**src/rtl/tpwsm_pkg.sv**
```systemverilog
// ----------------------------------------------------------------------------
// tpwsm_pkg
// Shared types and constants for the three-port wait-state memory.
// ----------------------------------------------------------------------------
package tpwsm_pkg;

    localparam int NPORTS    = 3;
    localparam int PORT_BITS = 2;
    localparam int FADDR_W   = 16;   // address field width
    localparam int WORD_W    = 32;
    localparam int CNT_W     = 4;
    localparam int IN_DATA_W = 48;
    localparam int IN_USER_W = 5;
    localparam int OUT_W     = 104;

    localparam logic [CNT_W-1:0] WAIT_RESET    = 4'd9;
    localparam logic [CNT_W-1:0] STARTUP_RESET = 4'd10;
    localparam int               INST_OFFSET   = 4;

    // configuration register indexes
    localparam logic CFG_WAIT    = 1'b0;
    localparam logic CFG_STARTUP = 1'b1;

    typedef enum logic [1:0] {
        OP_TICK  = 2'd0,
        OP_POST  = 2'd1,
        OP_CLEAR = 2'd2,
        OP_LOAD  = 2'd3
    } op_t;

    typedef struct packed {
        op_t                  op;
        logic [PORT_BITS-1:0] port;
        logic                 port_ok;   // port names a real port
        logic [FADDR_W-1:0]   address;
        logic [WORD_W-1:0]    data;
        logic                 write;
    } cmd_t;

    typedef enum logic [1:0] {
        ST_IDLE,
        ST_PORT,
        ST_READ,
        ST_RESULT
    } back_state_t;

endpackage

```
**src/rtl/tpwsm_front.sv**
```systemverilog
// ----------------------------------------------------------------------------
// tpwsm_front
// Accepts input transactions, decodes them into commands and queues them.
// ----------------------------------------------------------------------------
module tpwsm_front
    import tpwsm_pkg::*;
(
    input  logic                 aclk,
    input  logic                 aresetn,
    input  logic                 s_tvalid,
    output logic                 s_tready,
    input  logic [IN_DATA_W-1:0] s_tdata,
    input  logic [IN_USER_W-1:0] s_tuser,
    output logic                 q_valid,
    output cmd_t                 q_cmd,
    input  logic                 q_pop
);

    cmd_t       entry_reg [2];
    logic       wr_ptr_reg, wr_ptr_next;
    logic       rd_ptr_reg, rd_ptr_next;
    logic [1:0] count_reg, count_next;
    cmd_t       dec_cmd;
    logic       push;
    logic       pop;

    always_comb begin
        dec_cmd.op      = op_t'(s_tuser[1:0]);
        dec_cmd.port    = s_tuser[3:2];
        dec_cmd.port_ok = (s_tuser[3:2] != PORT_BITS'(NPORTS));
        dec_cmd.address = s_tdata[FADDR_W-1:0];
        dec_cmd.data    = s_tdata[FADDR_W +: WORD_W];
        dec_cmd.write   = s_tuser[4];
    end

    assign s_tready = (count_reg != 2'd2);
    assign q_valid  = (count_reg != 2'd0);
    assign q_cmd    = entry_reg[rd_ptr_reg];
    assign push     = s_tvalid && s_tready;
    assign pop      = q_pop && q_valid;

    always_comb begin
        wr_ptr_next = wr_ptr_reg;
        rd_ptr_next = rd_ptr_reg;
        count_next  = count_reg;
        if (push) begin
            wr_ptr_next = !wr_ptr_reg;
        end
        if (pop) begin
            rd_ptr_next = !rd_ptr_reg;
        end
        case ({push, pop})
            2'b10:   count_next = count_reg + 2'd1;
            2'b01:   count_next = count_reg - 2'd1;
            default: count_next = count_reg;
        endcase
    end

    always_ff @(posedge aclk) begin
        if (!aresetn) begin
            wr_ptr_reg <= 1'b0;
            rd_ptr_reg <= 1'b0;
            count_reg  <= 2'd0;
        end else begin
            wr_ptr_reg <= wr_ptr_next;
            rd_ptr_reg <= rd_ptr_next;
            count_reg  <= count_next;
        end
    end

    always_ff @(posedge aclk) begin
        if (push) begin
            entry_reg[wr_ptr_reg] <= dec_cmd;
        end
    end

endmodule

```
**config.mk**
```make
export PLATFORM = sky130hd
export DESIGN_NAME = tpwsm_front
export DESIGN_NICKNAME = d
export VERILOG_FILES = /design/src/rtl/tpwsm_pkg.sv /design/src/rtl/tpwsm_front.sv
export SDC_FILE = /design/constraint.sdc
export NUM_CORES = 1
export LEC_CHECK = 0
export BUFFER_PORTS_ARGS = -buffer_cell sky130_fd_sc_hd__buf_2
export CORE_ASPECT_RATIO = 1.25
export CORE_MARGIN = 2
export CORE_UTILIZATION = 45
export CTS_CLUSTER_SIZE = 40
export DETAILED_ROUTE_END_ITERATION = 10
export PLACE_DENSITY = 0.7
export SLEW_MARGIN = 20
export SYNTH_ARGS = -nofsm -noshare
export SYNTH_HDL_FRONTEND = slang
export SYNTH_SLANG_ARGS = --single-unit
```
**constraint.sdc**
```tcl
create_clock -name aclk -period 3.7 [get_ports aclk]
set_clock_uncertainty 0.15 [all_clocks]
set_input_delay 0.185 -clock aclk [delete_from_list [all_inputs] [get_ports aclk]]
set_output_delay 0.185 -clock aclk [all_outputs]
set_load 0.05 [all_outputs]
```
==> qor.csv, run 1 <==
metric;value;unit
required;3.37;ns
critPathCaptureType;output pin;
grtUsageMet1;18.9;%
cts.repair.resized;0;
fill_cells;624;
ir_worst_vdd;0.565;mV
syn_area_per_cell;21.3;µm²
hpwlAfterDp;4700;µm
clockRootBuffer;clkbuf_16;
core-area;9030;µm²
largest_register_ffs;108;
final_common_cell;buf_2;
final_cell_mix;buf_2, edfxtp_1, dlygate4sd3_1;
syn_area;4120;µm²
synth_cell_types;20;
place_ws;1.49;ns
setup-violations-final;0;
post-cts-setup-buffers;0;
dp.cells;427;
hold_violations;0;
grt_max_degree;34;
yosysSeqAreaShare;81.1;%
cap_violations;0;
grt_use_met2;24.9;%
grt_pass1_wl;11500;µm
vias;2390;
cts_tree;done;
die_y;111;µm
layout.cells.non_filler;514;
antenna_found_initial;0;
clk_pin_slew;0.05;ns
status;finished clean;
post_drt_wl_per_cell;14.8;µm
multi_input_area;744;µm²
cp_max_fo;30;
clock_latency;0.39;ns
timing.final.crit_share;68.8;%
powerDensity;813;nW/µm²
grt_pass1_vias;2458;
min_path_type;in2reg;
syn_inst;193;
drt-initial-drc-count;128;
finalMaxSlewViolations;0;
grt_overflow;0;
fin_ws;1.15;ns
fp-row-count;39;
die_area;9940;µm²
ys_seq_elements;113;
cts_inserted_buffers;17;
io_pins;113;
rsz0062_at_grt;no;
drive_above_1_share;51.9;%
grtUsageMet3;5.81;%
cts-htree-levels;4;
ys_warn_count;0;
arrival;2.21;ns
nets;436;
stdcell_area;5980;µm²
start_util;45.6;%
final_util;66.3;%
tightest_slew;0.781;ns
criticalPathCategory;reg2out;
slew_headroom;47.9;%
synthToLayoutAreaGrowth;45.2;%
grt_most_used_layer;met2;
clock_path_buffers;2;
cp-start-kind;flop;
grt_util_all_layers;16.0;%
placed_area;4840;µm²
drc;0;
diodes;0;
synth_nets;251;
regArea;3340;µm²
fin_crit;2.55;ns
wl;7620;µm
ant_nets;0;
cts_sinks;113;
portBuffers;112;
setup_tns;0;ns
via_per_inst;4.65;
finalWeightedCongestion;0.726;
die_w;89.6;µm
firstDrtPassIters;4;
hold_buffers;55;
p_leak;2.29;nW
fmax;393;MHz
-- worst max-delay path: stages (launching register included) --
cell and delay, ns:
dfxtp_2 0.72, buf_4 0.47, mux2_2 0.40, buf_2 0.21
-- layout make-up --
class	count	share of cell area, %
Tap cell	123	2.57
Timing Repair Buffer	172	19.2
Inverter	1	0.0627
Multi-Input combinational cell	73	12.4
Sequential cell	113	55.9
Clock buffer	27	8.57
Clock inverter	5	1.25
-- kinds of logic (layout without fill, tap and decap cells) --
family	count (synthesis)	after routing	share of synthesized area [%]
adders and majority gates	1	1	0.304
muxes	54	54	14.8
AOI/OAI and AO/OA	5	5	0.911
and+or+nand+nor	10	10	1.43
DFF	113	113	81.1
xor gates and xnor gates	3	3	0.638
buffers and inverters	7	205	0.820
-- per-stage QoR --
stage	hold slack [ns]	power [mW]
global placement	0.224	3.27
finish	0.115	4.86
detailed placement	0.227	3.29
floorplan	0.134	2.95
global route	0.134	5.06
CTS	0.0963	4.92
-- metal layers --
layer	wire length (µm)	up-vias	part of all wire, %
met4	193	0	2.5
li1	-	1135	-
met1	3110	1161	41
met5	0	-	0
met2	3940	78	52
met3	376	16	4.9
-- cell usage after synthesis --
cell type,n,area share (%)
inv_1,1,0.091
dfxtp_1,5,2.4
xnor2_1,3,0.64
nor2b_1,2,0.30
ha_1,1,0.30
mux2_2,54,15
a21boi_1,1,0.18
or2_2,1,0.15
nand3b_1,1,0.18
nand2b_1,1,0.15
a21boi_0,1,0.18
a21bo_2,1,0.24
o21a_1,1,0.18
and2_1,1,0.15
o21ai_0,1,0.12
edfxtp_1,108,79
nand2_1,2,0.18
buf_2,6,0.73
or3_1,1,0.15
and3_1,1,0.15
-- final timing paths --
kind | slack [ns] | to | start | depth (start not counted)
worst min-delay path | 0.11 | rd_ptr_reg | q_pop | 4
worst min register to register | 0.40 | rd_ptr_reg | rd_ptr_reg | 2
worst max-delay path | 1.15 | q_cmd[25] | flop | 3
worst max register to register | 1.52 | entry_reg[1][47] | count_reg[0] | 3
-- power breakdown --
part           internal (mW)  switching [mW]
registers               1.62          0.0883
clock network           1.08           0.488
logic                  0.478            1.11
total                   3.17            1.69
(Power assumes the default switching activity.)
==> run 2: changes to the inputs <==
==> constraint.sdc (replaced) <==
create_clock -name aclk -period 2.53 [get_ports aclk]
set_clock_uncertainty 0.15 [all_clocks]
set_input_delay 0.1265 -clock aclk [delete_from_list [all_inputs] [get_ports aclk]]
set_output_delay 0.1265 -clock aclk [all_outputs]
set_load 0.05 [all_outputs]
==> run 2 against run 1 <==
Against the previous run:
- via count fell by 2.2%
- critical endpoint is now q_cmd[50]
- non-clock buffer count unchanged
- clock power increased by 29%
==> qor.csv, run 2 (synthesized netlist as in run 1, its figures left out) <==
metric;value;unit;change
cts.repair.resized;0;;unchanged
grt_pass1_wl;11500;µm;unchanged
critPathBufInv;2;;unchanged
cap_violations;0;;unchanged
critPathCaptureType;output pin;;
clock_latency;0.39;ns;about the same
arrival;1.71;ns;-0.50 ns
crit_slowest_cell;mux2_2;;
hold_start;q_pop;;
core-area;9030;µm²;unchanged
wl;7330;µm;-3.9%
slew_headroom;72.0;%;+24 points
via_per_inst;4.56;;-1.8%
required;2.25;ns;-1.12 ns
largest_register_ffs;108;;unchanged
grt_pass1_vias;2492;;+1.4%
finalMaxSlewViolations;0;;unchanged
powerDensity;1160;nW/µm²;+42%
vias;2337;;-2.2%
clockRootBuffer;clkbuf_16;;
drive_above_1_share;51.2;%;-0.76 points
die_w;89.6;µm;unchanged
portBuffers;112;;unchanged
whs_path_depth;4;;unchanged
cts_sinks;113;;unchanged
fp-row-count;39;;unchanged
finalWeightedCongestion;0.677;;-6.8%
placed_area;4860;µm²;+0.34%
hold_slack;0.0472;ns;-0.0678 ns
clock_path_buffers;2;;unchanged
rr_startpoint;count_reg[0];;
setup-violations-final;0;;unchanged
grt_overflow;0;;unchanged
p_leak;2.24;nW;-1.9%
diodes;0;;unchanged
hold_violations;0;;unchanged
stdcell_area;5920;µm²;-1.0%
cpLargestDelayFamily;buffers and inverters;;
post_drt_wl_per_cell;14.3;µm;-3.5%
tightest_slew;0.420;ns;-0.361 ns
synthToLayoutAreaGrowth;43.7;%;
rsz0062_at_grt;no;;
drc;0;;unchanged
place_ws;0.755;ns;-0.734 ns
antenna_found_initial;0;;unchanged
die_y;111;µm;unchanged
ir_worst_vdd;0.816;mV;+44%
fin_ws;0.548;ns;-0.606 ns
grt_max_degree;55;;+62%
drt-initial-drc-count;158;;+23%
io_pins;113;;unchanged
cts-htree-levels;4;;unchanged
ff2ff_setup_slack;0.77;ns;-0.75 ns
cts_inserted_buffers;17;;unchanged
firstDrtPassIters;4;;unchanged
path_cells;buf_4 -> mux2_2 -> buf_2;;
r2r_end;entry_reg[0][26];;
cts_tree;done;;
status;finished clean;;
rr_worst_depth;4;;+1
ant_nets;0;;unchanged
fin_crit;1.98;ns;
final_cell_mix;buf_2, edfxtp_1, dlygate4sd3_1;;
grt_util_all_layers;16.1;%;+0.026 points
hpwlAfterDp;4370;µm;-7.1%
clk_pin_slew;0.05;ns;about the same
cp_max_fo;32;;+6.7%
start_util;45.6;%;unchanged
final_util;65.6;%;-0.69 points
timing.final.crit_share;78.3;%;
min_path_type;in2reg;;
cp-start-kind;flop;;
nets;436;;unchanged
criticalPathCategory;reg2out;;
die_area;9940;µm²;unchanged
setup_tns;0;ns;unchanged
cpPeakStageDelay;0.40;ns;-0.32 ns
fmax;505;MHz;
final_common_cell;buf_2;;
run 2: changes by cell type in the layout (fill, tap and decap cells not counted), sizes merged:
cell and change:
clkbuf -6, clkinvlp +2, inv -1, bufinv -1
clkinv +4
run 2: report_power, final:
group          switching (mW)  internal (mW)  total [mW]
Clock                   0.703           1.31        2.01
Combinational            1.68          0.710        2.39
Sequential             0.0676           2.37        2.44
Total                    2.45           4.39        6.84
run 2: per-stage QoR:
step,cells,power [mW]
6_report,512,6.84
5_1_grt,512,7.14
4_1_cts,512,6.92
3_5_place_dp,427,4.82
3_3_place_gp,427,4.79
2_1_floorplan,193,4.32
run 2: what timing repair did:
| action | in CTS | in global routing |
|---|---|---|
| endpoints found under the hold margin | 113 | 0 |
| buffers inserted | 0 | 0 |
| setup endpoints to repair | 0 | 0 |
| hold buffers | 55 | 0 |
run 2: worst max-delay path by stage:
stage | from | end | slack (ns) | depth (start not counted)
after floorplan | count_reg[0] | entry_reg[0][0] | 0.13 | 3
after global placement | count_reg[0] | entry_reg[0][26] | 0.84 | 4
after detailed placement | count_reg[0] | entry_reg[0][28] | 0.76 | 4
after CTS | flop | q_cmd[6] | 0.50 | 3
after global routing | flop | q_cmd[50] | 0.45 | 3
final | flop | q_cmd[50] | 0.55 | 3
run 2: area by class of cell:
class,instances,area (µm²)
timing repair buffer,172,1160
clock buffer,21,440
clock inverter,9,68.8
fill,659,3110
multi-input combinational,73,744
tap,123,154
inverter,1,7.51
sequential,113,3340
run 2: worst reg2reg max path: cells and delay by family, from the launching register on:
kind / cells / cell delay (ns)
buffers and inverters: 2 / 0.46
DFF: 1 / 0.39
and+or+nand+nor: 2 / 0.39
run 2: routing by layer:
| layer | part of all wire [%] | global-route usage (%) | vias up |
|---|---|---|---|
| li1 | - | - | 1135 |
| met1 | 40 | 18.0 | 1126 |
| met2 | 54 | 26.5 | 66 |
| met3 | 4.7 | 5.51 | 10 |
| met4 | 1.6 | 8.06 | 0 |
| met5 | 0 | 0 | - |
==> run 3: changes to the inputs <==
--- a/config.mk
+++ b/config.mk
@@ -11,7 +11,7 @@
 export CORE_UTILIZATION = 45
 export CTS_CLUSTER_SIZE = 40
 export DETAILED_ROUTE_END_ITERATION = 10
-export PLACE_DENSITY = 0.7
+export PLACE_DENSITY = 0.73
 export SLEW_MARGIN = 20
 export SYNTH_ARGS = -nofsm -noshare
 export SYNTH_HDL_FRONTEND = slang
==> constraint.sdc (replaced) <==
create_clock -name aclk -period 1.8 [get_ports aclk]
set_clock_uncertainty 0.15 [all_clocks]
set_input_delay 0.09 -clock aclk [delete_from_list [all_inputs] [get_ports aclk]]
set_output_delay 0.09 -clock aclk [all_outputs]
set_load 0.05 [all_outputs]
==> run 3 against run 2 <==
Against the previous run:
- first-iteration DRC count shrank 46%
- die area unchanged
- clock-buffer cell count is 1 lower
- total power up 60%
- critical path depth unchanged
- non-clock buffer count is 7 higher
- worst setup slack got worse by 0.52 ns
- clock power up 60%
- sequential power grew 42%
- core utilization is 6.3 points higher
- combinational power rose by 78%
- critical path type unchanged
- largest power group is now combinational cells
==> qor.csv, run 3 (synthesized netlist as in run 1, its figures left out) <==
metric;value;unit;change
drt-initial-drc-count;85;;-46%
post_drt_wl_per_cell;16.3;µm;+14%
finalPower;10.9;mW;+60%
nets;443;;+1.6%
cts_sinks;113;;unchanged
ff2ff_setup_slack;0.17;ns;-0.60 ns
final_cell_mix;edfxtp_1, buf_2, dlygate4sd3_1;;
ir_worst_vdd;1.03;mV;+27%
status;finished clean;;
grt_pass1_vias;2643;;+6.1%
cap_violations;0;;unchanged
io_pins;113;;unchanged
ant_nets;0;;unchanged
hold_violations;0;;unchanged
rsz0062_at_grt;yes;;
drc;0;;unchanged
clock_path_buffers;2;;unchanged
cts_tree;done;;
finalMaxSlewViolations;0;;unchanged
slew_headroom;79.5;%;+7.5 points
fin_ws;0.0244;ns;-0.524 ns
fill_cells;549;;-17%
firstDrtPassIters;4;;unchanged
clk_pin_slew;0.05;ns;about the same
grt_pass1_wl;12400;µm;+7.2%
via_per_inst;4.66;;+2.1%
placed_area;4930;µm²;+1.5%
hold_start;s_tdata[47];;
die_area;9940;µm²;unchanged
setup-violations-final;0;;unchanged
place_ws;0.160;ns;-0.595 ns
drive_above_1_share;53.0;%;+1.9 points
die_y;111;µm;unchanged
cp-start-kind;flop;;
fmax;563;MHz;
r2r_end;rd_ptr_reg;;
wl;8520;µm;+16%
required;1.56;ns;-0.69 ns
powerDensity;1680;nW/µm²;+46%
cp_max_fo;9;;-72%
cts_inserted_buffers;17;;unchanged
rr_startpoint;count_reg[1];;
criticalPathCategory;reg2out;;
grt_most_used_layer;met2;;
final_common_cell;edfxtp_1;;
hold_slack;0.258;ns;+0.211 ns
cts-htree-levels;4;;unchanged
largest_register_ffs;108;;unchanged
core-area;9030;µm²;unchanged
vias;2429;;+3.9%
stdcell_area;6490;µm²;+9.7%
holdPathEnd;entry_reg[1][32];;
clockRootBuffer;clkbuf_16;;
die_w;89.6;µm;unchanged
grt_max_degree;40;;-27%
hpwlAfterDp;4790;µm;+9.8%
grt_overflow;0;;unchanged
fin_crit;1.78;ns;
p_leak;2.46;nW;+9.5%
grtUsageMet1;18.0;%;+0.047 points
synthToLayoutAreaGrowth;57.6;%;
whs_path_depth;2;;-2
arrival;1.54;ns;-0.17 ns
tightest_slew;0.307;ns;-0.113 ns
min_path_type;in2reg;;
grt_use_met2;29.2;%;+2.7 points
finalWeightedCongestion;0.679;;+0.22%
grtUsageMet3;5.58;%;+0.074 points
fp-row-count;39;;unchanged
start_util;45.6;%;unchanged
diodes;0;;unchanged
grt_util_all_layers;17.3;%;+1.3 points
portBuffers;112;;unchanged
timing.final.crit_share;98.6;%;
critPathCaptureType;output pin;;
rr_worst_depth;4;;unchanged
clock_latency;0.40;ns;about the same
antenna_found_initial;0;;unchanged
run 3: layout make-up:
cell class	instances	area (µm²)	area share [%]
clock buffers	20	437	6.72
clock inverters	12	141	2.18
inverters	1	7.51	0.116
multi-input cells	73	752	11.6
flip-flops and latches	113	3350	51.6
well taps	123	154	2.37
repair buffers	179	1650	25.5
run 3: worst max path at each step:
stage	to	slack, ns	cells past startpoint
4_1_cts	q_cmd[5]	-0.04	3
3_3_place_gp	entry_reg[0][11]	0.19	4
5_1_grt	q_cmd[23]	-0.02	3
2_1_floorplan	entry_reg[0][0]	-0.26	3
6_report	q_cmd[13]	0.02	3
3_5_place_dp	entry_reg[0][4]	0.16	4
run 3: stage by stage:
stage / std cells / setup TNS, ns / util, %
6_report: 521 / 0 / 71.9
5_1_grt: 521 / -0.354 / 71.9
4_1_cts: 518 / -0.622 / 69.9
3_5_place_dp: 429 / 0 / 54.7
3_3_place_gp: 429 / 0 / 54.7
2_1_floorplan: 193 / -21.29 / -
run 3: critical path, stage by stage (launching register included):
cell     delay [ns]
dfxtp_4        0.42
buf_6          0.20
mux2_2         0.36
buf_6          0.15
run 3: what timing repair did:
item | in CTS | in global routing
gates cloned | 0 | 3
setup endpoints to repair | 54 | 54
hold buffers | 57 | 0
resized for setup | 74 | 52
buffers inserted | 0 | 0
hold endpoints to repair | 113 | 0
run 3: report_power, final:
part | switching [mW] | leakage [nW] | internal (mW)
combinational | 2.53 | 1.13 | 1.72
sequential | 0.137 | 1.05 | 3.33
clock | 1.06 | 0.277 | 2.15
run 3: routing by layer:
layer	vias to the layer above	part of all wire, %
met5	-	0
met3	14	4.5
met4	0	2.4
li1	1148	-
met1	1197	37
met2	70	57
